[src/rtl/thbg_pkg.sv]
// ----------------------------------------------------------------------------
// thbg_pkg
// Types and constants shared by the trilinear hexahedral basis pipeline.
// ----------------------------------------------------------------------------
`default_nettype none

package thbg_pkg;

   localparam logic signed [16:0] ONE_Q14     = 17'sd16384;
   localparam logic signed [51:0] BASIS_HALF  = 52'sd268435456;
   localparam logic signed [50:0] GRAD_HALF   = 51'sd1073741824;
   localparam logic        [16:0] BASIS_MAX   = 17'd65536;
   localparam logic        [2:0]  LAST_NODE   = 3'd7;
   localparam logic        [31:0] GRAD_POS_MAX = 32'h7fff_ffff;
   localparam logic        [31:0] GRAD_NEG_MAX = 32'h8000_0000;

   typedef logic signed [31:0] word_type;
   typedef word_type [2:0][2:0] jac_type;
   typedef logic signed [16:0] fac_type;
   typedef logic signed [33:0] pair_type;
   typedef logic signed [50:0] cube_type;
   typedef logic signed [49:0] hprod_type;
   typedef logic signed [48:0] lprod_type;
   typedef logic signed [51:0] hsum_type;
   typedef logic signed [50:0] lsum_type;

   typedef struct packed {
      logic [2:0] node;
      logic       px;
      logic       py;
      logic       pz;
      fac_type    fx;
      fac_type    fy;
      fac_type    fz;
      jac_type    jac;
   } s1_type;

   typedef struct packed {
      logic [2:0] node;
      logic       px;
      logic       py;
      logic       pz;
      fac_type    fx;
      pair_type   pyz;
      pair_type   pxz;
      pair_type   pxy;
      jac_type    jac;
   } s2_type;

   typedef struct packed {
      logic [2:0]     node;
      pair_type [2:0] d;
      cube_type       p;
      jac_type        jac;
   } s3_type;

   typedef struct packed {
      logic [2:0]            node;
      logic [16:0]           basis;
      hprod_type [2:0][2:0]  hp;
      lprod_type [2:0][2:0]  lp;
   } s4_type;

   typedef struct packed {
      logic [2:0]     node;
      logic [16:0]    basis;
      hsum_type [2:0] hi;
      lsum_type [2:0] lo;
   } s5_type;

   typedef struct packed {
      logic valid;
   } link_type;

endpackage

`default_nettype wire

[src/rtl/thbg_factor_mul.sv]
// ----------------------------------------------------------------------------
// thbg_factor_mul
// Two stages: pairwise factor products, then the signed reference gradient
// and the full basis product.
// ----------------------------------------------------------------------------
`default_nettype none

module thbg_factor_mul (
   input  wire logic               clock,
   input  wire logic               reset,
   input  wire logic               up_valid,
   output      logic               up_ready,
   input  wire thbg_pkg::s1_type   s1_data,
   input  wire logic               down_ready,
   output      thbg_pkg::link_type s3_link,
   output      thbg_pkg::s3_type   s3_data
);

   logic             s2_valid_ff, s2_valid_in;
   logic             s3_valid_ff, s3_valid_in;
   thbg_pkg::s2_type s2_ff, s2_in;
   thbg_pkg::s3_type s3_ff, s3_in;
   logic             s2_ready, s3_ready;

   assign s3_ready = !s3_valid_ff || down_ready;
   assign s2_ready = !s2_valid_ff || s3_ready;
   assign up_ready = s2_ready;

   always_comb begin
      s2_in.node = s1_data.node;
      s2_in.px   = s1_data.px;
      s2_in.py   = s1_data.py;
      s2_in.pz   = s1_data.pz;
      s2_in.fx   = s1_data.fx;
      s2_in.pyz  = $signed(s1_data.fy) * $signed(s1_data.fz);
      s2_in.pxz  = $signed(s1_data.fx) * $signed(s1_data.fz);
      s2_in.pxy  = $signed(s1_data.fx) * $signed(s1_data.fy);
      s2_in.jac  = s1_data.jac;

      s3_in.node = s2_ff.node;
      s3_in.d[0] = s2_ff.px ? s2_ff.pyz : -s2_ff.pyz;
      s3_in.d[1] = s2_ff.py ? s2_ff.pxz : -s2_ff.pxz;
      s3_in.d[2] = s2_ff.pz ? s2_ff.pxy : -s2_ff.pxy;
      s3_in.p    = $signed(s2_ff.fx) * $signed(s2_ff.pyz);
      s3_in.jac  = s2_ff.jac;

      s2_valid_in = s2_ready ? up_valid : s2_valid_ff;
      s3_valid_in = s3_ready ? s2_valid_ff : s3_valid_ff;
   end

   always_ff @(posedge clock) begin
      if (reset) begin
         s2_valid_ff <= 1'b0;
         s3_valid_ff <= 1'b0;
      end else begin
         s2_valid_ff <= s2_valid_in;
         s3_valid_ff <= s3_valid_in;
      end
   end

   always_ff @(posedge clock) begin
      if (s2_ready && up_valid) begin
         s2_ff <= s2_in;
      end
      if (s3_ready && s2_valid_ff) begin
         s3_ff <= s3_in;
      end
   end

   assign s3_link.valid = s3_valid_ff;
   assign s3_data       = s3_ff;

endmodule

`default_nettype wire

[config.mk]
export PLATFORM = sky130hd
export DESIGN_NAME = thbg_factor_mul
export DESIGN_NICKNAME = d
export VERILOG_FILES = /design/src/rtl/thbg_pkg.sv /design/src/rtl/thbg_factor_mul.sv
export SDC_FILE = /design/constraint.sdc
export NUM_CORES = 2
export LEC_CHECK = 0
export BUFFER_PORTS_ARGS = -buffer_cell sky130_fd_sc_hd__buf_2
export CORE_ASPECT_RATIO = 0.7
export CORE_UTILIZATION = 58
export CTS_CLUSTER_DIAMETER = 40
export DETAILED_ROUTE_END_ITERATION = 10
export PLACE_DENSITY = 0.78
export SLEW_MARGIN = 20
export SYNTH_ARGS = -nofsm -noshare
export SYNTH_HDL_FRONTEND = slang
export SYNTH_SLANG_ARGS = --single-unit
[constraint.sdc]
create_clock -name clock -period 32.4 [get_ports clock]
set_input_delay 3.24 -clock clock [delete_from_list [all_inputs] [get_ports clock]]
set_output_delay 3.24 -clock clock [all_outputs]
set_load 0.02 [all_outputs]
# Word-level counts from Yosys, hierarchy flattened
# Cells that the tools add are included.
[totals]
register_bits = 859
output_inout_bits = 446
word_cells = 49
[op_classes]
reduce_logical = 6
muxes = 3
multipliers = 4
addsub = 3
[op_table]
columns = ["cell", "n"]
rows = [
  ["multiplier 17 x 17 -> 34 bit", 3],
  ["2-to-1 mux 34 bit", 3],
  ["negator 34 bit", 3],
  ["multiplier 17 x 34 -> 51 bit", 1],
  ["logical AND 1 bit", 2],
  ["logical NOT 1 bit", 2],
  ["logical OR 1 bit", 2],
]

# Depth between registers and ports, before layout
[logic_depth]
depth_word = 4
ltp_mapped = 26
ltp_nobuf = 24

# Least setup slack after synthesis
# No wires, ideal clock.
[synth_timing]
path_kind = "input-to-reg"
start = "input down_ready"
end = "register s3_ff, in the netlist s3_data[0], enable pin"
path_stages = 2
t_required_ps = 31085
slack_ps = 8212
path_buffers = 0
setup_ps = 1315
arrival_time_ps = 22873
path_cell_list = "nor2b_1 > nor2b_1"
[synth_between]
elab_chain_cells = 2
[synth_rtl]
columns = ["item", "line", "source"]
rows = [
  ["start: declaration", "thbg_factor_mul.sv:14", "input wire logic down_ready,"],
  ["logical OR 1 bit", "thbg_factor_mul.sv:25", "assign s3_ready = !s3_valid_ff || down_ready;"],
  ["logical AND 1 bit", "thbg_factor_mul.sv:65", "if (s3_ready && s2_valid_ff) begin"],
  ["end signal: assignment", "thbg_factor_mul.sv:66", "s3_ff <= s3_in;"],
  ["end: declaration", "thbg_factor_mul.sv:22", "thbg_pkg::s3_type s3_ff, s3_in;"],
]
# Every way passes these cells.
# A chain may end at the register's enable or synchronous reset.

==> impl_metrics.tcl <==
set metrics [dict create \
    status "finished clean" \
    crit_start_category "input port" \
    ys_seq_elements 859 \
    layout.cells.most_common "sky130_fd_sc_hd__inv_1" \
    synthesis.yosys.warnings 0 \
    cell_taking_the_most_area_after_synthesis "sky130_fd_sc_hd__fa_1" \
    setup.worst_path.class "input port to flop" \
    drcViolationCount 0 \
    largest_family_of_logic_cells_by_synthesized_area "adder cells" \
    netlist-cell-type-count 68 \
    detail_route.vias_per_cell 5.553 \
    globalRouteOverflowTotal 0 \
    h-tree-depth 3 \
    clockRootBuffer "sky130_fd_sc_hd__clkbuf_16" \
    slew_viol_final 0 \
    list_of_cells_traversed_by_the_critical_path "buf_2 -> clkinv_1 -> nor2_1 -> fa_1 -> fa_1 -> fa_1 -> fa_1 -> fa_1 -> inv_1 -> fa_1 -> inv_1 -> ha_1 -> nand4_1 -> or4_1 -> nor3_1 -> o41ai_2 -> o211ai_1 -> a31o_2 -> a21oi_1 -> xnor2_1" \
    core_region_area_mm2 0.1366 \
    num_rows 113 \
    report.final.hold_viol_count 0 \
    port_buffers 794 \
    max_freq_ghz 0.1034 \
    antenna_found_initial 52 \
    placement.cell_area_mm2 0.08603 \
    route.vias.total 54013 \
    postCtsHoldBufs 0 \
    via_count_of_the_first_global_routing_pass 57111 \
    drt_pre_antenna_iters 6 \
    synth_async_sr_flop_share 0 \
    finish.instance_area_mm2 0.08954 \
    number_of_enable_type_register_cells_in_the_synthesized_netlist 857 \
    relSlewSlack 0.2279 \
    synth-compound-area-share 0.03527 \
    cpMostUsedCell "sky130_fd_sc_hd__fa_1" \
    synth_area_per_cell_um2 11.30 \
    cap_violations 0 \
    path_clk_slew_ns 0.07 \
    layout.nets 9939 \
    tritoncts "built" \
    place.gp.congestion 0.9710 \
    synth_ff_type "sky130_fd_sc_hd__edfxtp_1" \
    fillers 10168 \
    critPathBufInv 4 \
    max-clock-path-buffers 3 \
    rsz0062_at_grt "no" \
    cts_repair_resize_count 0 \
    die_w_um 447.0 \
    critical_path_required_ns 32.88 \
    cts_made_buffers 99 \
    dieArea_mm2 0.1401 \
    route.final.wire_length_mm 216.6 \
    crit_path_max_incr_delay_ns 0.94 \
    synthCells 7112 \
    hpwl_mm 164.3 \
    drt_first_iter_violations 5242 \
    detail_route.wl_per_cell_um 22.27 \
    ant_nets 0 \
    clock_sink_count 859 \
    post_synth_main_area_contributors "sky130_fd_sc_hd__fa_1 36%, sky130_fd_sc_hd__edfxtp_1 32%, sky130_fd_sc_hd__inv_1 7.4%" \
    aggregate_global_route_resource_usage 0.3142 \
    post-route-min-period_ns 9.673 \
    post-cts-setup-buffers 0 \
    most-common-layout-cells "1,584 x sky130_fd_sc_hd__inv_1, 1,439 x sky130_fd_sc_hd__fa_1, 858 x sky130_fd_sc_hd__nand2_1" \
    post_synthesis_share_of_cell_area_spent_on_full_adders_half_adders_and_majority_gates 0.4171 \
    critPathMaxFanout 22 \
    totalNegativeSetupSlack_ns 0 \
    num_io_pins 795 \
    worst_slew_pin_slew_ns 1.158 \
    cpLargestDelayFamily "adder cells" \
    yosys.area_share.xor_xnor 0.02713 \
    finalCritPeriodShare 0.2986 \
    die_y_um 313.5 \
    syn_area_mm2 0.08038 \
    clock_insertion_delay_worst_skew_ns 0.74 \
    syn_nets 9277 \
    grt_pass1_wl_mm 331.7 \
    layout-drive-gt1-share 0.1331 \
    post_synth_mux_area_share 0.0009184 \
    synth_seq_area_share 0.3207 \
    worst_clock_skew_ns 0.04343 \
    yosysTopAreaCellShare 0.3584 \
    area_growth_pct 11.39 \
    finalSetupViolCount 0 \
    initial_utilization 0.5885 \
    hold_removal_path_class "flop to flop" \
    crit_slowest_cell "sky130_fd_sc_hd__clkinv_1" \
    worst_setup_path_end_kind "flop" \
    finish.utilization 0.6556 \
    simple_gate_fraction_of_synth_area 0.1111 \
    worstPathArrival_ns 10.15 \
    largest_net_degree_at_the_start_of_global_routing 150 \
]
## final timing paths
check	startpoint	endpoint	slack (ns)	cells past startpoint
worst min register to register	s2_ff[96]$_DFFE_PP_	s3_data[96]$_DFFE_PP_	0.38	0
worst max register to register	s2_ff[362]$_DFFE_PP_	s3_data[335]$_DFFE_PP_	23.74	22
worst max-delay path	s1_data[304]	s2_ff[354]$_DFFE_PP_	22.73	20
worst min-delay path	s2_ff[96]$_DFFE_PP_	s3_data[96]$_DFFE_PP_	0.38	0
## state kept, by name, summed over array words and instances (netlist names)
signal       cells
s2_ff          413
s2_valid_ff      1
s3_data        444
s3_link          1
## metal layers
layer,global-route usage,share of wire,up-vias
li1,-,-,23028
met4,0.1117,0.037,30
met2,0.4734,0.45,3130
met3,0.1095,0.13,486
met5,0.008105,0.0015,-
met1,0.4247,0.38,27339
## worst reg2reg max path: stages, from the launching register on
cell and delay (ns):
sky130_fd_sc_hd__edfxtp_1 1.03, sky130_fd_sc_hd__nand2_1 0.21, sky130_fd_sc_hd__fa_1 0.57, sky130_fd_sc_hd__inv_1 0.05
sky130_fd_sc_hd__fa_1 0.50, sky130_fd_sc_hd__inv_1 0.06, sky130_fd_sc_hd__fa_1 0.55, sky130_fd_sc_hd__inv_1 0.06
sky130_fd_sc_hd__fa_1 0.48, sky130_fd_sc_hd__fa_1 0.52, sky130_fd_sc_hd__inv_1 0.05, sky130_fd_sc_hd__fa_1 0.47
sky130_fd_sc_hd__inv_1 0.05, sky130_fd_sc_hd__ha_1 0.34, sky130_fd_sc_hd__nand2_1 0.11, sky130_fd_sc_hd__nor3_1 0.67
sky130_fd_sc_hd__a311oi_1 0.23, sky130_fd_sc_hd__a22oi_1 0.51, sky130_fd_sc_hd__a21oi_1 0.37, sky130_fd_sc_hd__o21a_1 0.32
sky130_fd_sc_hd__o41ai_1 0.84, sky130_fd_sc_hd__a21oi_1 0.21, sky130_fd_sc_hd__xnor2_1 0.20
## Yosys cell counts, drive strengths merged, types with 18 or more instances
master / count
fa: 1439
a21o: 55
a31oi: 18
clkbuf: 294
nor2: 186
o21ai: 76
nand3: 25
nor3: 51
inv: 1585
nand2: 858
o21a: 22
xor2: 104
edfxtp: 857
ha: 377
xnor2: 145
nand2b: 49
a21oi: 162
and2: 599
## logic make-up after synthesis
| kind of cell | count (synthesis) |
|---|---|
| simple gates | 1853 |
| fa+ha+maj | 1816 |
| mux | 7 |
| buf+inv | 1882 |
| flops | 859 |
| compound gates | 446 |
| xor+xnor | 249 |
## stage by stage
step           setup WS, ns  hold WS [ns]  cells
6_report              22.73        0.3827   9726
5_1_grt               22.52        0.3932   9715
4_1_cts               23.13        0.3810   9693
3_5_place_dp          22.34        0.4045   9509
3_3_place_gp          22.50        0.4001   9509
2_1_floorplan         8.212        0.4003   7112
## layout make-up
type	instances	area, µm²	area share
Multi-Input combinational cell	4371	47550	0.5311
Sequential cell	859	25770	0.2879
Inverter	1585	5949	0.06645
Timing Repair Buffer	858	4526	0.05054
Clock buffer	110	2540	0.02837
Tap cell	1840	2302	0.02571
Clock inverter	74	818.3	0.009139
Antenna cell	29	72.57	0.0008105
Power is not shown: default switching activity piles up to over one toggle a cycle in this logic, so the estimate is an artifact.
