**config.mk**
```make
export PLATFORM = sky130hd
export DESIGN_NAME = thbg_node_seq
export DESIGN_NICKNAME = d
export VERILOG_FILES = /design/src/rtl/thbg_pkg.sv /design/src/rtl/thbg_node_seq.sv
export SDC_FILE = /design/constraint.sdc
export NUM_CORES = 1
export LEC_CHECK = 0
export ABC_CLOCK_PERIOD_IN_PS = 20400
export BUFFER_PORTS_ARGS = -buffer_cell sky130_fd_sc_hd__buf_2
export CORE_MARGIN = 10
export CORE_UTILIZATION = 30
export DETAILED_ROUTE_END_ITERATION = 10
export PLACE_DENSITY = 0.52
export REMOVE_ABC_BUFFERS = 1
export SLEW_MARGIN = 20
export SYNTH_ARGS = -nofsm -noshare
export SYNTH_HDL_FRONTEND = slang
export SYNTH_SLANG_ARGS = --single-unit
```
**constraint.sdc**
```tcl
create_clock -name clock -period 20.4 [get_ports clock]
set_input_delay 4.08 -clock clock [delete_from_list [all_inputs] [get_ports clock]]
set_output_delay 4.08 -clock clock [all_outputs]
set_load 0.03 [all_outputs]
```
**src/rtl/thbg_pkg.sv**
```systemverilog
// ----------------------------------------------------------------------------
// thbg_pkg
// Types and constants shared by the trilinear hexahedral basis pipeline.
// ----------------------------------------------------------------------------
`default_nettype none

package thbg_pkg;

   localparam logic signed [16:0] ONE_Q14     = 17'sd16384;
   localparam logic signed [51:0] BASIS_HALF  = 52'sd268435456;
   localparam logic signed [50:0] GRAD_HALF   = 51'sd1073741824;
   localparam logic        [16:0] BASIS_MAX   = 17'd65536;
   localparam logic        [2:0]  LAST_NODE   = 3'd7;
   localparam logic        [31:0] GRAD_POS_MAX = 32'h7fff_ffff;
   localparam logic        [31:0] GRAD_NEG_MAX = 32'h8000_0000;

   typedef logic signed [31:0] word_type;
   typedef word_type [2:0][2:0] jac_type;
   typedef logic signed [16:0] fac_type;
   typedef logic signed [33:0] pair_type;
   typedef logic signed [50:0] cube_type;
   typedef logic signed [49:0] hprod_type;
   typedef logic signed [48:0] lprod_type;
   typedef logic signed [51:0] hsum_type;
   typedef logic signed [50:0] lsum_type;

   typedef struct packed {
      logic [2:0] node;
      logic       px;
      logic       py;
      logic       pz;
      fac_type    fx;
      fac_type    fy;
      fac_type    fz;
      jac_type    jac;
   } s1_type;

   typedef struct packed {
      logic [2:0] node;
      logic       px;
      logic       py;
      logic       pz;
      fac_type    fx;
      pair_type   pyz;
      pair_type   pxz;
      pair_type   pxy;
      jac_type    jac;
   } s2_type;

   typedef struct packed {
      logic [2:0]     node;
      pair_type [2:0] d;
      cube_type       p;
      jac_type        jac;
   } s3_type;

   typedef struct packed {
      logic [2:0]            node;
      logic [16:0]           basis;
      hprod_type [2:0][2:0]  hp;
      lprod_type [2:0][2:0]  lp;
   } s4_type;

   typedef struct packed {
      logic [2:0]     node;
      logic [16:0]    basis;
      hsum_type [2:0] hi;
      lsum_type [2:0] lo;
   } s5_type;

   typedef struct packed {
      logic valid;
   } link_type;

endpackage

`default_nettype wire

```
**src/rtl/thbg_node_seq.sv**
```systemverilog
// ----------------------------------------------------------------------------
// thbg_node_seq
// Holds one item and issues its eight corner nodes, one per cycle unless stalled,
// forming the factors (1 +- t) for each node into the first pipeline register.
// ----------------------------------------------------------------------------
`default_nettype none

module thbg_node_seq (
   input  wire logic               clock,
   input  wire logic               reset,
   input  wire logic               req_valid,
   output      logic               req_stall,
   input  wire logic signed [15:0] ref_x,
   input  wire logic signed [15:0] ref_y,
   input  wire logic signed [15:0] ref_z,
   input  wire thbg_pkg::jac_type  inv_jac,
   input  wire logic               down_ready,
   output      thbg_pkg::link_type s1_link,
   output      thbg_pkg::s1_type   s1_data
);

   logic signed [15:0] x_ff, y_ff, z_ff;
   thbg_pkg::jac_type  jac_ff;
   logic               busy_ff, busy_in;
   logic [2:0]         cnt_ff, cnt_in;
   logic               s1_valid_ff, s1_valid_in;
   thbg_pkg::s1_type   s1_ff, s1_in;
   logic               s1_ready;
   logic               issue;
   logic               accept;
   logic               px, py, pz;

   assign s1_ready  = !s1_valid_ff || down_ready;
   assign issue     = busy_ff && s1_ready;
   assign req_stall = busy_ff && !(issue && (cnt_ff == thbg_pkg::LAST_NODE));
   assign accept    = req_valid && !req_stall;

   // node sign pattern
   assign px = cnt_ff[0] ^ cnt_ff[1];
   assign py = cnt_ff[1];
   assign pz = cnt_ff[2];

   always_comb begin
      s1_in.node = cnt_ff;
      s1_in.px   = px;
      s1_in.py   = py;
      s1_in.pz   = pz;
      s1_in.fx   = px ? thbg_pkg::ONE_Q14 + 17'(x_ff) : thbg_pkg::ONE_Q14 - 17'(x_ff);
      s1_in.fy   = py ? thbg_pkg::ONE_Q14 + 17'(y_ff) : thbg_pkg::ONE_Q14 - 17'(y_ff);
      s1_in.fz   = pz ? thbg_pkg::ONE_Q14 + 17'(z_ff) : thbg_pkg::ONE_Q14 - 17'(z_ff);
      s1_in.jac  = jac_ff;

      busy_in = busy_ff;
      cnt_in  = cnt_ff;
      if (issue) begin
         cnt_in = cnt_ff + 3'd1;
         if (cnt_ff == thbg_pkg::LAST_NODE) begin
            busy_in = 1'b0;
         end
      end
      if (accept) begin
         busy_in = 1'b1;
         cnt_in  = 3'd0;
      end

      s1_valid_in = s1_ready ? busy_ff : s1_valid_ff;
   end

   always_ff @(posedge clock) begin
      if (reset) begin
         busy_ff     <= 1'b0;
         cnt_ff      <= 3'd0;
         s1_valid_ff <= 1'b0;
      end else begin
         busy_ff     <= busy_in;
         cnt_ff      <= cnt_in;
         s1_valid_ff <= s1_valid_in;
      end
   end

   always_ff @(posedge clock) begin
      if (accept) begin
         x_ff   <= ref_x;
         y_ff   <= ref_y;
         z_ff   <= ref_z;
         jac_ff <= inv_jac;
      end
      if (issue) begin
         s1_ff <= s1_in;
      end
   end

   assign s1_link.valid = s1_valid_ff;
   assign s1_data       = s1_ff;

endmodule

`default_nettype wire

```
# Word-level counts from Yosys, hierarchy flattened
# Index checks and enable logic that the tools add are counted.
dict set report classes {
  n_addsub 7
  eq_ne 1
  mux 6
  bitwise 1
  n_reduce_logical 12
}
# op count
set op_table {}
lappend op_table {{16-bit by 16-bit adder with 17-bit output, first input constant} 3}
lappend op_table {{17-bit two-way mux} 3}
lappend op_table {{16-bit by 16-bit subtractor with 17-bit output, first input constant} 3}
lappend op_table {{1-bit logical AND} 4}
lappend op_table {{2-bit nonzero test} 2}
lappend op_table {{3-bit by 1-bit adder with 3-bit output, second input constant} 1}
lappend op_table {{3-bit == test, second input constant} 1}
lappend op_table {{1-bit zero test} 3}
lappend op_table {{1-bit two-way mux} 3}
lappend op_table {{2-bit AND reduction} 1}
lappend op_table {{2-bit OR reduction} 1}
lappend op_table {{1-bit logical OR} 1}
lappend op_table {{1-bit XOR} 1}
dict set report totals {
  regBits 686
  input_bits 340
  output_inout_bits 347
  wordCells 58
}

# Depth between registers and ports, before layout
dict set report logic_depth {
  depth_word 10
  mapped_depth 6
  ltp_nobuf 6
}

# Worst setup path after synthesis
# Ideal clock, no wire load.
dict set report synth_timing {
  kind {input to register}
  start {input port down_ready}
  end {register jac_ff[0] in the netlist's numbering, enable pin}
  t_arrival_ns 18.547
  t_required_ns 19.358
  setup_slack_ns 0.811
  stages 3
  path_buffers 0
  cell_sequence {nand2b_1 -> a21oi_1 -> nor2_1}
}
dict set report synth_between {
  elab_chain_cells 7
}
# item line_no
set synth_rtl {}
lappend synth_rtl {{from (decl)} thbg_node_seq.sv:17} ;# input wire logic down_ready,
lappend synth_rtl {{1-bit logical OR} thbg_node_seq.sv:33} ;# assign s1_ready = !s1_valid_ff || down_ready;
lappend synth_rtl {{1-bit logical AND} thbg_node_seq.sv:34} ;# assign issue = busy_ff && s1_ready;
lappend synth_rtl {{1-bit logical AND} thbg_node_seq.sv:35} ;# assign req_stall = busy_ff && !(issue && (cnt_ff == thbg_pkg::LAST_NODE));
lappend synth_rtl {{1-bit zero test} thbg_node_seq.sv:35}
lappend synth_rtl {{1-bit logical AND} thbg_node_seq.sv:35}
lappend synth_rtl {{named net req_stall} thbg_node_seq.sv:12} ;# output logic req_stall,
lappend synth_rtl {{1-bit zero test} thbg_node_seq.sv:36} ;# assign accept = req_valid && !req_stall;
lappend synth_rtl {{1-bit logical AND} thbg_node_seq.sv:36}
lappend synth_rtl {{named net accept} thbg_node_seq.sv:30} ;# logic accept;
lappend synth_rtl {{to (signal assigned)} thbg_node_seq.sv:86} ;# jac_ff <= inv_jac;
lappend synth_rtl {{to (decl)} thbg_node_seq.sv:23} ;# thbg_pkg::jac_type jac_ff;
# The timed path passes the listed nets, and every way through them passes these cells.
# A chain may end at the register's enable or synchronous reset.

# Worst setup path after layout
dict set report layout_timing {
  start {input port down_ready}
  end {output port req_stall}
}
dict set report layout_between {
  elab_chain_cells 5
}
# item line_no
set layout_rtl {}
lappend layout_rtl {{1-bit logical OR} thbg_node_seq.sv:33}
lappend layout_rtl {{1-bit logical AND} thbg_node_seq.sv:34}
lappend layout_rtl {{1-bit logical AND} thbg_node_seq.sv:35}
lappend layout_rtl {{1-bit zero test} thbg_node_seq.sv:35}
lappend layout_rtl {{1-bit logical AND} thbg_node_seq.sv:35}
lappend layout_rtl {{to (decl)} thbg_node_seq.sv:12}
# No other way between the ends.

==> flow_metrics.tcl <==
set metrics [dict create \
    final_antenna_net_count 0 \
    rsz0062_at_grt "no" \
    io_buffers 686 \
    synthArstFlopShare_pct 0 \
    vias 11200 \
    relSlewSlack_pct 27.5 \
    drive_above_1_share_pct 47.0 \
    hold_start "jac_ff[128]" \
    multi_input_area_um2 1330 \
    status "finished, final reports clean" \
    r2r_cells 7 \
    r2r_start "cnt_ff[1]" \
    area_growth_pct 33.3 \
    fill_cells 6628 \
    vias_per_cell 4.15 \
    synth-warning-count 0 \
    post_synth_and_or_nand_nor_area_fraction_pct 2.30 \
    antenna_found_initial 19 \
    start_kind "input pin" \
    synthTopCellsByArea "edfxtp_1 93%, xor2_1 1.2%, ha_1 0.80%" \
    endpoint_kind "output pin" \
    synthAdderAreaFrac_pct 0.798 \
    pwr-share-seq_pct 50.8 \
    place_congestion 0.807 \
    grt_pass1_wl_mm 83.5 \
    r2r_slack_ps 15790 \
    first_iter_violations 685 \
    synth_xor_area_share_pct 1.60 \
    clk_latency_ps 620 \
    grt_max_degree 155 \
    synth-edff-count 679 \
    min_period_ps 9120 \
    p_int_uw 2540 \
    synth_compound_area_share_pct 1.08 \
    path_max_fanout 5 \
    grt_pass1_vias 12100 \
    cts_tree "yes" \
    row_count 99 \
    start_util_pct 30.2 \
    clock.fmax_mhz 110 \
    clock_path_buffers 3 \
    swShare_pct 22.9 \
    num_io_pins 687 \
    final-seq-area_um2 20500 \
    required_ps 16320 \
    path_clk_slew_ps 60 \
    muxShareOfSynthArea_pct 0.245 \
    peakVddDrop_v 0.0000785 \
    timing.hold.ws_ps 395 \
    finClkSkew_ps 30.2 \
    r2r_end "jac_ff[249]" \
    core_region_area_um2 72700 \
    p_leak_uw 0.0111 \
    routedWlPerCell_um 21.7 \
    synth_top_area_share_pct 92.9 \
    ctsRootBufferMaster "clkbuf_16" \
    synth-seq-area-share_pct 93.4 \
    die_area_um2 84400 \
    cts.sinks 684 \
    yosysMostFrequentCell "edfxtp_1" \
    fin_crit_sh_pct 44.7 \
    final_nets 2028 \
    hold_buffers 0 \
    drv_cap 0 \
    cts_buffers 75 \
    whs_path_depth 0 \
    ys_ff_latch 684 \
    combPwrFrac_pct 6.9 \
    powerDensity_nw_per_um2 113 \
    worst-setup-path-type "in -> out" \
    drcViolationCount 0 \
    cts_setup_buffers 0 \
    hold_viol 0 \
    clkPwrFrac_pct 42.3 \
    dr.pass1.iters 4 \
    startpoint "down_ready" \
    switching_power_uw 754 \
    maxSlewViolCount 0 \
    min_to "s1_data[128]" \
    synth_top_family_by_area "simple AND/OR/NAND/NOR gates" \
    cp.arrival_ps 5040 \
    synth.distinct_cells 39 \
    globalRoute.totalOverflow 0 \
    wl_mm 58.7 \
    hp-class "reg -> reg" \
    synthCells 911 \
    avgSynthCellArea_um2 24.1 \
    yosys-top-cells-count "679 x edfxtp_1, 38 x nor2_1, 30 x xor2_1" \
    tns_ps 0 \
    ys.flop_type "edfxtp_1" \
    cts_resized 0 \
    synth_top_area_cell "edfxtp_1" \
    ctsHtreeMaxLevel 3 \
    tightest_slew_ps 1090 \
    grtUsageTotal_pct 13.4 \
    hpwl_mm 43.4 \
    die_w_um 290 \
    finalSetupViolCount 0 \
    die_h_um 290 \
    syn_area_um2 21900 \
]
## cells by family (layout without fill, tap and decap cells)
family                   after synthesis  after routing
flip-flops                           684            684
AND/OR/NAND/NOR                       93             93
AO/OA/AOI/OAI                         41             41
XOR/XNOR                              40             40
buffers and inverters                 34            858
adder cells (fa/ha/maj)               14             14
multiplexers                           5              5
other                                  0             10
## layout make-up
| type | instances | area share, % |
|---|---|---|
| repair buffers | 694 | 12.0 |
| inverters | 26 | 0.359 |
| multi-input cells | 193 | 4.54 |
| clock buffers | 93 | 6.79 |
| flip-flops and latches | 684 | 70.0 |
| clock inverters | 45 | 2.06 |
| diodes | 10 | 0.0855 |
| well taps | 959 | 4.10 |
## worst max path at each step
stage,depth (start not counted),endpoint,slack [ps]
after global routing,4,req_stall,11190
after detailed placement,4,req_stall,11280
after CTS,4,req_stall,11270
after floorplan,3,jac_ff[0],810
after global placement,4,req_stall,11250
final,4,req_stall,11280
## placed cells by master, fill, tap and decap left out, types with 3 or more instances in the layout
cell,netlist,routed
a31oi_1,6,6
edfxtp_1,679,679
clkinv_1,0,11
and2_1,3,3
a21oi_1,25,25
xor2_1,30,30
buf_4,2,6
nor3b_1,3,3
mux2_2,3,3
nor4_1,10,10
nand2b_1,4,4
clkinv_16,0,3
clkinv_2,0,12
dfxtp_1,5,5
nand2_1,4,4
diode_2,0,10
nor2_1,38,37
ha_1,14,14
buf_2,0,686
xnor2_1,10,10
nor3_1,12,12
clkbuf_1,6,15
nand3_1,5,5
clkbuf_16,0,76
inv_1,26,25
bufinv_16,0,10
## through the flow
stage / area [um2] / utilization [%] / setup WS [ps] / std cells / power (uW)
floorplan: 21900 / - / 811 / 903 / 1850
global placement: 26600 / 36.6 / 11250 / 2555 / 1930
detailed placement: 26600 / 36.6 / 11280 / 2555 / 1930
CTS: 29200 / 40.2 / 11270 / 2693 / 3350
global route: 29300 / 40.2 / 11190 / 2701 / 3420
finish: 29300 / 40.2 / 11280 / 2704 / 3290
## power groups by stage
stage / logic (uW) / registers [uW] / clock network (uW)
CTS: 231 / 1670 / 1440
finish: 226 / 1670 / 1390
floorplan: 42.2 / 1810 / 0
global route: 241 / 1680 / 1500
detailed placement: 230 / 1700 / 0
global placement: 228 / 1700 / 0
## critical path, stage by stage
cell      delay [ps]
buf_2             90
nand2b_1         200
a21oi_1          390
buf_2            280
## sequential cells by signal, indices dropped and copies added, names as in the netlist
signal   count
cnt_ff       3
s1_link      1
jac_ff     288
z_ff        16
y_ff        16
x_ff        16
s1_data    343
busy_ff      1
## routing by layer
| layer | vias up | global-route usage (%) | share of wire, % |
|---|---|---|---|
| met5 | - | 0 | 0.17 |
| met4 | 16 | 5.62 | 2.9 |
| met3 | 106 | 5.13 | 8.7 |
| met2 | 410 | 23.7 | 53 |
| met1 | 5532 | 14.0 | 35 |
| li1 | 5150 | - | - |
(Power assumes the default switching activity.)
