`src/rtl/thbg_pkg.sv`:
```
// ----------------------------------------------------------------------------
// thbg_pkg
// Types and constants shared by the trilinear hexahedral basis pipeline.
// ----------------------------------------------------------------------------
`default_nettype none

package thbg_pkg;

   localparam logic signed [16:0] ONE_Q14     = 17'sd16384;
   localparam logic signed [51:0] BASIS_HALF  = 52'sd268435456;
   localparam logic signed [50:0] GRAD_HALF   = 51'sd1073741824;
   localparam logic        [16:0] BASIS_MAX   = 17'd65536;
   localparam logic        [2:0]  LAST_NODE   = 3'd7;
   localparam logic        [31:0] GRAD_POS_MAX = 32'h7fff_ffff;
   localparam logic        [31:0] GRAD_NEG_MAX = 32'h8000_0000;

   typedef logic signed [31:0] word_type;
   typedef word_type [2:0][2:0] jac_type;
   typedef logic signed [16:0] fac_type;
   typedef logic signed [33:0] pair_type;
   typedef logic signed [50:0] cube_type;
   typedef logic signed [49:0] hprod_type;
   typedef logic signed [48:0] lprod_type;
   typedef logic signed [51:0] hsum_type;
   typedef logic signed [50:0] lsum_type;

   typedef struct packed {
      logic [2:0] node;
      logic       px;
      logic       py;
      logic       pz;
      fac_type    fx;
      fac_type    fy;
      fac_type    fz;
      jac_type    jac;
   } s1_type;

   typedef struct packed {
      logic [2:0] node;
      logic       px;
      logic       py;
      logic       pz;
      fac_type    fx;
      pair_type   pyz;
      pair_type   pxz;
      pair_type   pxy;
      jac_type    jac;
   } s2_type;

   typedef struct packed {
      logic [2:0]     node;
      pair_type [2:0] d;
      cube_type       p;
      jac_type        jac;
   } s3_type;

   typedef struct packed {
      logic [2:0]            node;
      logic [16:0]           basis;
      hprod_type [2:0][2:0]  hp;
      lprod_type [2:0][2:0]  lp;
   } s4_type;

   typedef struct packed {
      logic [2:0]     node;
      logic [16:0]    basis;
      hsum_type [2:0] hi;
      lsum_type [2:0] lo;
   } s5_type;

   typedef struct packed {
      logic valid;
   } link_type;

endpackage

`default_nettype wire

```
`src/rtl/thbg_result.sv`:
```
// ----------------------------------------------------------------------------
// thbg_result
// Output register: merges the split row sums, rounds and saturates each
// gradient component, and presents one result item per node.
// ----------------------------------------------------------------------------
`default_nettype none

module thbg_result (
   input  wire logic               clock,
   input  wire logic               reset,
   input  wire logic               up_valid,
   output      logic               up_ready,
   input  wire thbg_pkg::s5_type   s5_data,
   output      logic               rsp_valid,
   input  wire logic               rsp_stall,
   output      logic [2:0]         rsp_node,
   output      logic [16:0]        rsp_basis_value,
   output      logic signed [31:0] rsp_grad_x,
   output      logic signed [31:0] rsp_grad_y,
   output      logic signed [31:0] rsp_grad_z,
   output      logic               rsp_last
);

   logic               valid_ff, valid_in;
   logic [2:0]         node_ff;
   logic [16:0]        basis_ff;
   logic [2:0][31:0]   grad_ff, grad_in;
   logic               load;
   logic signed [52:0] merged [3];
   logic signed [37:0] rq [3];

   assign up_ready = !valid_ff || !rsp_stall;
   assign load     = up_ready && up_valid;

   always_comb begin
      for (int r = 0; r < 3; r++) begin
         merged[r] = 53'(s5_data.hi[r]) + 53'($signed(s5_data.lo[r][50:16]));
         rq[r]     = $signed(merged[r][52:15]);
         if (rq[r][37:31] == {7{rq[r][31]}}) begin
            grad_in[r] = rq[r][31:0];
         end else if (rq[r][37]) begin
            grad_in[r] = thbg_pkg::GRAD_NEG_MAX;
         end else begin
            grad_in[r] = thbg_pkg::GRAD_POS_MAX;
         end
      end
      valid_in = up_ready ? up_valid : valid_ff;
   end

   always_ff @(posedge clock) begin
      if (reset) begin
         valid_ff <= 1'b0;
      end else begin
         valid_ff <= valid_in;
      end
   end

   always_ff @(posedge clock) begin
      if (load) begin
         node_ff  <= s5_data.node;
         basis_ff <= s5_data.basis;
         grad_ff  <= grad_in;
      end
   end

   assign rsp_valid       = valid_ff;
   assign rsp_node        = node_ff;
   assign rsp_basis_value = basis_ff;
   assign rsp_grad_x      = grad_ff[0];
   assign rsp_grad_y      = grad_ff[1];
   assign rsp_grad_z      = grad_ff[2];
   assign rsp_last        = (node_ff == thbg_pkg::LAST_NODE);

endmodule

`default_nettype wire

```
`config.mk`:
```
export PLATFORM = sky130hd
export DESIGN_NAME = thbg_result
export DESIGN_NICKNAME = d
export VERILOG_FILES = /design/src/rtl/thbg_pkg.sv /design/src/rtl/thbg_result.sv
export SDC_FILE = /design/constraint.sdc
export NUM_CORES = 1
export LEC_CHECK = 0
export BUFFER_PORTS_ARGS = -buffer_cell sky130_fd_sc_hd__buf_2
export CAP_MARGIN = 15
export CORE_MARGIN = 2
export CORE_UTILIZATION = 35
export CTS_CLUSTER_DIAMETER = 80
export DETAILED_ROUTE_END_ITERATION = 10
export SLEW_MARGIN = 20
export SYNTH_ARGS = -nofsm -noshare
export SYNTH_HDL_FRONTEND = slang
export SYNTH_SLANG_ARGS = --single-unit
```
`constraint.sdc`:
```
create_clock -name clock -period 5.7 [get_ports clock]
set_clock_uncertainty 0.05 [all_clocks]
set_input_delay 0.57 -clock clock [delete_from_list [all_inputs] [get_ports clock]]
set_output_delay 0.57 -clock clock [all_outputs]
set_load 0.005 [all_outputs]
```
# Word level (Yosys, flattened, before mapping)
# Index checks and enable logic that the tools add are counted.
[totals]
reg_bits = 117
inputBits = 333
out_inout_bits = 119
word_cells = 23
[classes]
add_sub_neg = 3
eq_ne = 4
mux = 6
reduce_logical = 4
[op_table]
columns = ["cell", "count"]
rows = [
  ["32-bit 2-to-1 mux", 6],
  ["52-bit by 35-bit adder with 53-bit output", 3],
  ["6-bit == test", 3],
  ["3-bit == test (second input constant)", 1],
  ["1-bit zero test", 2],
  ["1-bit logical AND", 1],
  ["1-bit logical OR", 1],
]

# Depth between registers and ports, before layout
# Gate-level depths: netlist (run 1).
[logic_depth]
ltp_word = 3
ltp_mapped = 15
depth_no_buf = 12

# Least setup slack after synthesis (run 1)
# Ideal clock, no wire load.
[synth_path]
path_kind = "input to register"
start = "in rsp_stall"
end = "reg basis_ff[0] (netlist: rsp_basis_value[0]), enable pin"
setup_ns = 0.488
arrival_ns = 3.338
required_ns = 5.162
slack_ns = 1.824
stages = 2
path_buffers = 0
cell_sequence = "nand2_1 > and2_1"
[synth_between]
elab_chain_cells = 3
[synth_lines]
columns = ["element", "line_no", "rtl"]
rows = [
  ["from (decl)", "thbg_result.sv:15", "input wire logic rsp_stall,"],
  ["1-bit zero test", "thbg_result.sv:32", "assign up_ready = !valid_ff || !rsp_stall;"],
  ["1-bit logical OR", "thbg_result.sv:32", ""],
  ["1-bit logical AND", "thbg_result.sv:33", "assign load = up_ready && up_valid;"],
  ["via load", "thbg_result.sv:28", "logic load;"],
  ["to (signal assigned)", "thbg_result.sv:61", "basis_ff <= s5_data.basis;"],
  ["to (decl)", "thbg_result.sv:26", "logic [16:0] basis_ff;"],
]
# The timed path passes the listed nets, and every way through them passes these cells.
# A chain may end at the register's enable or synchronous reset.

==> results by group, run 1 <==
CTS
  • # clock sinks: 117
  • Htree depth: 4
  • Clk_lat worst skew: about 0.42 ns
  • CTS Buf Count: 17
  • CTS resizes: 0
  • Post-CTS Setup Inserts: 0
  • Max Root-Sink Buffers: 2
  • Root Buffer: clkbuf_16
  • Clk pin slew, worst setup/hold paths: ~0.060 ns
  • Hold_buf cts: 0
  • CTS tree: done

Route
  • WL final: 43970 µm
  • Post-route DRC: 0
  • ANT nets after route: 0
  • Wire per inst: about 19 µm
  • Drt first-iter violations: 911
  • Vias per inst: around 5.6
  • First drt pass iteration count: 6
  • Via count: 13000

Cells and area
  • Share of cells above drive strength 1: 0.2504
  • Design area: between 15000 and 20000 µm²
  • Layout Cells excl Fill: 2312
  • Finished Core Util: 0.4368
  • Area Growth Syn to Fin: 22.60%
  • Most common cell after layout, fill and taps aside: buf_2
  • Final net count: around 2300
  • Most frequent cells in the layout: buf_2 (403), a21oi_1 (202), ha_1 (153)

Logic synthesis
  • Seq/Total Area, Yosys: 0.2751
  • Synth Cell Area: approximately 13000 µm²
  • Flip-flop and latch count after synthesis: between 100 and 150
  • Average size of a mapped cell: 8.586 µm²
  • Synth Instances: approximately 1500
  • Yosys cell types: 82
  • Count of flip-flops with a built-in enable after synthesis: approximately 120
  • Warnings, synthesis: 0
  • Top FF cell, synth: edfxtp_1
  • Synthesized Nets: 1969
  • Synth async-reset ratio: 0

Worst setup path
  • FF-to-FF End: rsp_grad_y[4]
  • Worst path depth: 14
  • Critical Path Source: s5_data[126]
  • WP buf/inv: 2
  • Worst reg2reg setup slack: roughly 3.4 ns
  • Worst path required time: 5.90 ns
  • WP data arrival: between 4 and 5 ns
  • Family with the most delay on the worst path: compound AO/OA/AOI/OAI gates
  • CP peak stage delay: roughly 0.86 ns
  • Reg-to-reg startpoint: rsp_valid
  • Worst setup path endpoint: rsp_grad_z[20]
  • Critical path's most frequent cell: a21oi_1
  • R2r worst-path depth: 3
  • CP Cell Sequence: buf_2, ha_1, a21oi_1, o21ai_0, o311ai_0, a2111oi_0, a2111oi_1, o22ai_1, a31oi_2, xnor2_1, nand3_1, o41a_1, buf_4, a21oi_1
  • Setup crit end kind: register
  • Slowest cell on crit path: a2111oi_1
  • CP Max Fanout: 17
  • Worst setup SP type: input port
  • Kind of critical path: input port to register

Job
  • Max Cap Viol: 0

Status
  • Run status: finished clean

Placement
  • Placed Area: ~15000 µm²
  • HPWL Detailed: roughly 36000 µm
  • Dpl cells: 2274
  • PortBufs: between 400 and 500
  • Final estimated routing congestion in global placement: approximately 0.95

STA
  • Fmax: roughly 230 MHz
  • Final Cycle Share: 0.7571
  • Least-Margin Pin Slew: between 0.9 and 1 ns
  • Minimum clock period: 4.316 ns
  • RSZ-0062 raised after global routing: no
  • Fin Hold WS: 0.2423 ns
  • Final hold vios: 0
  • Slew margin rel.: 0.3768
  • Setup tns final: 0 ns
  • Slew Limit Fails: 0
  • Final setup vio count: 0

Global routing
  • Largest net degree at the start of global routing: 60
  • Vias in the first global route: between 10000 and 15000
  • Congestion Overflow GR: 0
  • Global-route wire length before repair: between 60000 and 70000 µm
  • Total track usage: 0.2255
  • Antenna violations before repair: 5

Floorplan
  • Die width: around 190 µm
  • Core area: roughly 36000 µm²
  • Num rows: between 60 and 70
  • Starting Density: 0.3563
  • Height of the chip: around 200 µm
  • Die area: between 30000 and 40000 µm²
  • # IOs: 452

Power and ir drop
  • Peak supply drop: approximately 0.2 mV
  • PwrDens: 229.5 nW/µm²
  • P_leak: just over 0.007 µW

Worst hold path
  • HP Class: input port to register
[synthesized netlist by cell type (5+ instances only)]
cell type | n | share of area
or3_1 | 9 | 0.0044
nand2_1 | 107 | 0.032
inv_1 | 39 | 0.011
o311ai_0 | 5 | 0.0034
a21boi_0 | 8 | 0.0047
xnor2_1 | 62 | 0.043
nor4_1 | 5 | 0.0025
o21bai_1 | 33 | 0.019
ha_1 | 153 | 0.15
o221ai_1 | 5 | 0.0034
a21oi_1 | 202 | 0.079
and3_1 | 10 | 0.0049
and4_1 | 6 | 0.0041
edfxtp_1 | 116 | 0.27
and2_1 | 9 | 0.0044
nor2b_1 | 9 | 0.0044
a31oi_1 | 15 | 0.0074
buf_2 | 14 | 0.0055
a21o_1 | 137 | 0.081
o21a_1 | 15 | 0.0088
nor3_1 | 28 | 0.011
nand2b_1 | 7 | 0.0034
o211ai_1 | 11 | 0.0065
clkbuf_1 | 62 | 0.018
nor2_1 | 76 | 0.022
a2111oi_0 | 5 | 0.0034
nand4_1 | 51 | 0.025
a211oi_1 | 13 | 0.0077
o21ai_0 | 83 | 0.033
a221oi_1 | 5 | 0.0034
nand3_1 | 43 | 0.017
o21ba_2 | 5 | 0.0039
xor2_1 | 43 | 0.030
o31ai_1 | 9 | 0.0053
[cell type report]
type | count | area [µm²]
diodes | 6 | 15.01
clock buffers | 20 | 436.7
clock inverters | 12 | 112.6
fillers | 3664 | 20130
inverters | 39 | 146.4
multi-input cells | 1244 | 8728
flip-flops and latches | 117 | 3503
well taps | 461 | 576.8
repair buffers | 413 | 2092
[where the power goes]
part           switching, µW  internal (µW)  leakage (µW)  total (µW)
registers               22.6           1070       0.00110        1100
logic                    840            595       0.00571        1440
clock network            419            634      0.000260        1050
[stage by stage]
step | total power (µW) | worst slack [ns]
final | 3584 | 1.385
after global placement | 2521 | 1.150
after floorplan | 2053 | 1.824
after detailed placement | 2528 | 1.016
after CTS | 3601 | 1.457
after global routing | 3793 | 1.198
[worst min-delay path by stage]
stage | startpoint | endpoint | slack (ns) | depth (start not counted)
3_3_place_gp | rsp_valid | rsp_valid | 0.43 | 2
5_1_grt | reset | rsp_valid | 0.23 | 2
6_report | reset | rsp_valid | 0.24 | 2
4_1_cts | reset | rsp_valid | 0.22 | 2
2_1_floorplan | rsp_valid | rsp_valid | 0.45 | 2
3_5_place_dp | rsp_valid | rsp_valid | 0.45 | 2
[kinds of logic (layout without fill, tap and decap cells)]
| kind of cell | after synthesis | in the layout | share of synthesized area |
|---|---|---|---|
| AO/OA/AOI/OAI | 607 | 607 | 0.3136 |
| XOR/XNOR | 105 | 105 | 0.07222 |
| adder cells (fa/ha/maj) | 153 | 153 | 0.1503 |
| buffers and inverters | 122 | 484 | 0.04009 |
| flip-flops | 117 | 117 | 0.2751 |
| multiplexers | 5 | 5 | 0.004029 |
| other | 0 | 6 | 0 |
| AND/OR/NAND/NOR | 374 | 374 | 0.1445 |
[metal layers]
layer,GRT usage,vias to the layer above,routed length [µm]
met4,0.06050,0,773
li1,-,6385,-
met1,0.2971,6087,19750
met3,0.03922,48,2812
met5,0,-,0
met2,0.3809,484,20640
[registers in the layout, summed over array words and instances, names as in the netlist]
register / cells
rsp_valid: 1
rsp_basis_value: 17
rsp_grad_z: 32
rsp_grad_y: 32
rsp_grad_x: 32
rsp_node: 3
Note: power is estimated with default switching activity, not from simulation.
==> run 2: changes to the inputs <==
==> constraint.sdc (replaced) <==
create_clock -name clock -period 4.5 [get_ports clock]
set_clock_uncertainty 0.05 [all_clocks]
set_input_delay 0.45 -clock clock [delete_from_list [all_inputs] [get_ports clock]]
set_output_delay 0.45 -clock clock [all_outputs]
set_load 0.005 [all_outputs]
==> run 2 against run 1 <==
Setup slack worse by 0.77 ns; sequential cell count stayed put; via count is 0.78% higher; die area stayed put; critical path depth stayed put; utilization is 0.50 points higher; clock power is 34% higher; global-route usage is 0.057 points lower; sequential power is 26% higher; first-iteration DRC count is 0.99% lower; critical path type unchanged; critical endpoint is now rsp_grad_x[4]; largest cell class unchanged; highest routed layer unchanged.
==> results by group, run 2 (same netlist as run 1, synthesis figures left out) <==
Floorplan
  • Die width: 194.7 µm (unchanged)
  • Height of the chip: 194.7 µm (unchanged)
  • Starting Density: 0.3563 (unchanged)
  • Core area: 35740 µm² (unchanged)
  • Die area: 37920 µm² (unchanged)
  • # IOs: 452 (unchanged)
  • Num rows: 69 (unchanged)

Worst setup path
  • Slowest cell on crit path: a2111oi_1 (unchanged)
  • CP Cell Sequence: buf_2, ha_1, nand2_1, nor3_1, nand3_1, nor2_1, o211ai_1, a2111oi_1, nor3_1, nor4bb_1, nand4_1, o21ai_2, buf_4, a21o_1 (was buf_2, ha_1, a21oi_1, o21ai_0, o311ai_0, a2111oi_0, a2111oi_1, o22ai_1, a31oi_2, xnor2_1, nand3_1, o41a_1, buf_4, a21oi_1)
  • Reg-to-reg startpoint: rsp_valid (unchanged)
  • Worst setup SP type: input port (unchanged)
  • Worst setup path endpoint: rsp_grad_x[4] (was rsp_grad_z[20])
  • R2r worst-path depth: 3 (unchanged)
  • Setup crit end kind: register (unchanged)
  • Kind of critical path: input port to register (unchanged)
  • Critical path's most frequent cell: nor3_1 (was a21oi_1)
  • Worst path required time: 4.75 ns (was 5.90 ns)
  • Worst reg2reg setup slack: 2.91 ns (was 3.36 ns)
  • CP Max Fanout: 20 (was 17)
  • CP peak stage delay: 0.86 ns (about the same)
  • Critical Path Source: s5_data[38] (was s5_data[126])
  • FF-to-FF End: rsp_grad_z[12] (was rsp_grad_y[4])
  • WP data arrival: 4.13 ns (was 4.52 ns)

Cells and area
  • Finished Core Util: 0.4418 (was 0.4368)
  • Most frequent cells in the layout: buf_2 (403), a21oi_1 (202), ha_1 (153) (unchanged)
  • Share of cells above drive strength 1: 0.2567 (was 0.2504)
  • Most common cell after layout, fill and taps aside: buf_2 (unchanged)
  • Final net count: 2331 (was 2318)
  • Area Growth Syn to Fin: 24.01% (was 22.60%)
  • Layout Cells excl Fill: 2322 (was 2312)
  • Fillers: 3607 (was 3664)

CTS
  • # clock sinks: 117 (unchanged)
  • CTS resizes: 0 (unchanged)
  • Root Buffer: clkbuf_16 (unchanged)
  • Clk_lat worst skew: 0.43 ns (was 0.42 ns)
  • Clk pin slew, worst setup/hold paths: 0.06 ns (about the same)
  • Hold_buf cts: 0 (unchanged)
  • CTS Buf Count: 17 (unchanged)
  • Max Root-Sink Buffers: 2 (unchanged)
  • Post-CTS Setup Inserts: 0 (unchanged)
  • Htree depth: 4 (unchanged)
  • CTS tree: done (unchanged)

Route
  • M1 WL: 19610 µm (was 19750 µm)
  • Length of routed met2 wiring: 20560 µm (was 20640 µm)
  • WL final: 44130 µm (was 43970 µm)
  • First drt pass iteration count: 5 (was 6)
  • Wire per inst: 19.00 µm (was 19.02 µm)
  • Post-route DRC: 0 (unchanged)
  • Vias per inst: 5.644 (was 5.625)
  • Via count: 13110 (was 13000)
  • Drt first-iter violations: 902 (was 911)
  • ANT nets after route: 0 (unchanged)
  • Highest metal used: met4 (unchanged)
  • Routed wl met3: 3103 µm (was 2812 µm)

Status
  • Run status: finished clean (unchanged)

Power and ir drop
  • Peak supply drop: 0.2438 mV (was 0.1994 mV)
  • PwrDens: 294.0 nW/µm² (was 229.5 nW/µm²)
  • Pwr Total: 4642 µW (was 3584 µW)
  • P_leak: 0.007159 µW (was 0.007069 µW)

STA
  • Least-Margin Pin Slew: 0.8137 ns (was 0.9230 ns)
  • Minimum clock period: 3.881 ns
  • Final setup vio count: 0 (unchanged)
  • Slew margin rel.: 0.4562 (was 0.3768)
  • Setup tns final: 0 ns (unchanged)
  • Final hold vios: 0 (unchanged)
  • RSZ-0062 raised after global routing: no (unchanged)
  • Final Cycle Share: 0.8624
  • Slew Limit Fails: 0 (unchanged)
  • Fmax: ~260 MHz
  • Fin Hold WS: 0.1272 ns (was 0.2423 ns)

Global routing
  • Congestion Overflow GR: 0 (unchanged)
  • Global-route wire length before repair: 68090 µm (was 68770 µm)
  • Vias in the first global route: 12710 (was 12810)
  • Antenna violations before repair: 4 (was 5)
  • Largest net degree at the start of global routing: 117 (was 60)
  • Total track usage: 0.2249 (was 0.2255)

Placement
  • Final estimated routing congestion in global placement: 0.9177 (was 0.9473)
  • HPWL Detailed: 35740 µm (was 35540 µm)
  • PortBufs: 403 (unchanged)
  • Dpl cells: 2287 (was 2274)

Job
  • Max Cap Viol: 0 (unchanged)

Worst hold path
  • HP Class: input port to register (unchanged)
==> run 2: worst min path at each step <==
stage	start	end	slack, ns	cells after the start
global route	reset	rsp_valid	0.11	2
floorplan	rsp_valid	rsp_valid	0.45	2
detailed placement	rsp_valid	rsp_valid	0.47	2
CTS	reset	rsp_valid	0.1	2
global placement	rsp_valid	rsp_valid	0.43	2
finish	reset	rsp_valid	0.13	2
==> run 2: routing by layer <==
layer  vias up  GRT usage
met5         -          0
met4         0    0.06277
met3        60    0.04859
met2       504     0.3741
met1      6148     0.2942
li1       6393          -
==> run 2: stage by stage <==
stage	setup slack (ns)	area (µm²)
final	0.6193	15790
after global routing	0.4226	15790
after floorplan	0.7442	12730
after CTS	0.7660	15780
after detailed placement	0.2759	15190
after global placement	0.3243	15190
==> run 2: area by class of cell <==
| class | count | area [µm²] | area share |
|---|---|---|---|
| multi-input cells | 1244 | 8728 | 0.5527 |
| flip-flops and latches | 117 | 3503 | 0.2219 |
| repair buffers | 426 | 2240 | 0.1418 |
| well taps | 461 | 576.8 | 0.03653 |
| clock buffers | 17 | 425.4 | 0.02694 |
| clock inverters | 15 | 163.9 | 0.01038 |
| inverters | 39 | 146.4 | 0.009270 |
| diodes | 3 | 7.507 | 0.0004754 |
==> run 2: worst max-delay path: cells and delay by family <==
| kind | cells | cell delay, ns |
|---|---|---|
| compound gates | 4 | 1.45 |
| fa+ha+maj | 1 | 0.42 |
| buf+inv | 2 | 0.42 |
| simple gates | 7 | 1.39 |
==> run 2: report_power, final <==
group	leakage [µW]	switching [µW]	internal, µW
Sequential	0.00110	27.3	1360
Combinational	0.00579	1070	777
Clock	0.000269	549	860
Total	0.00716	1650	3000
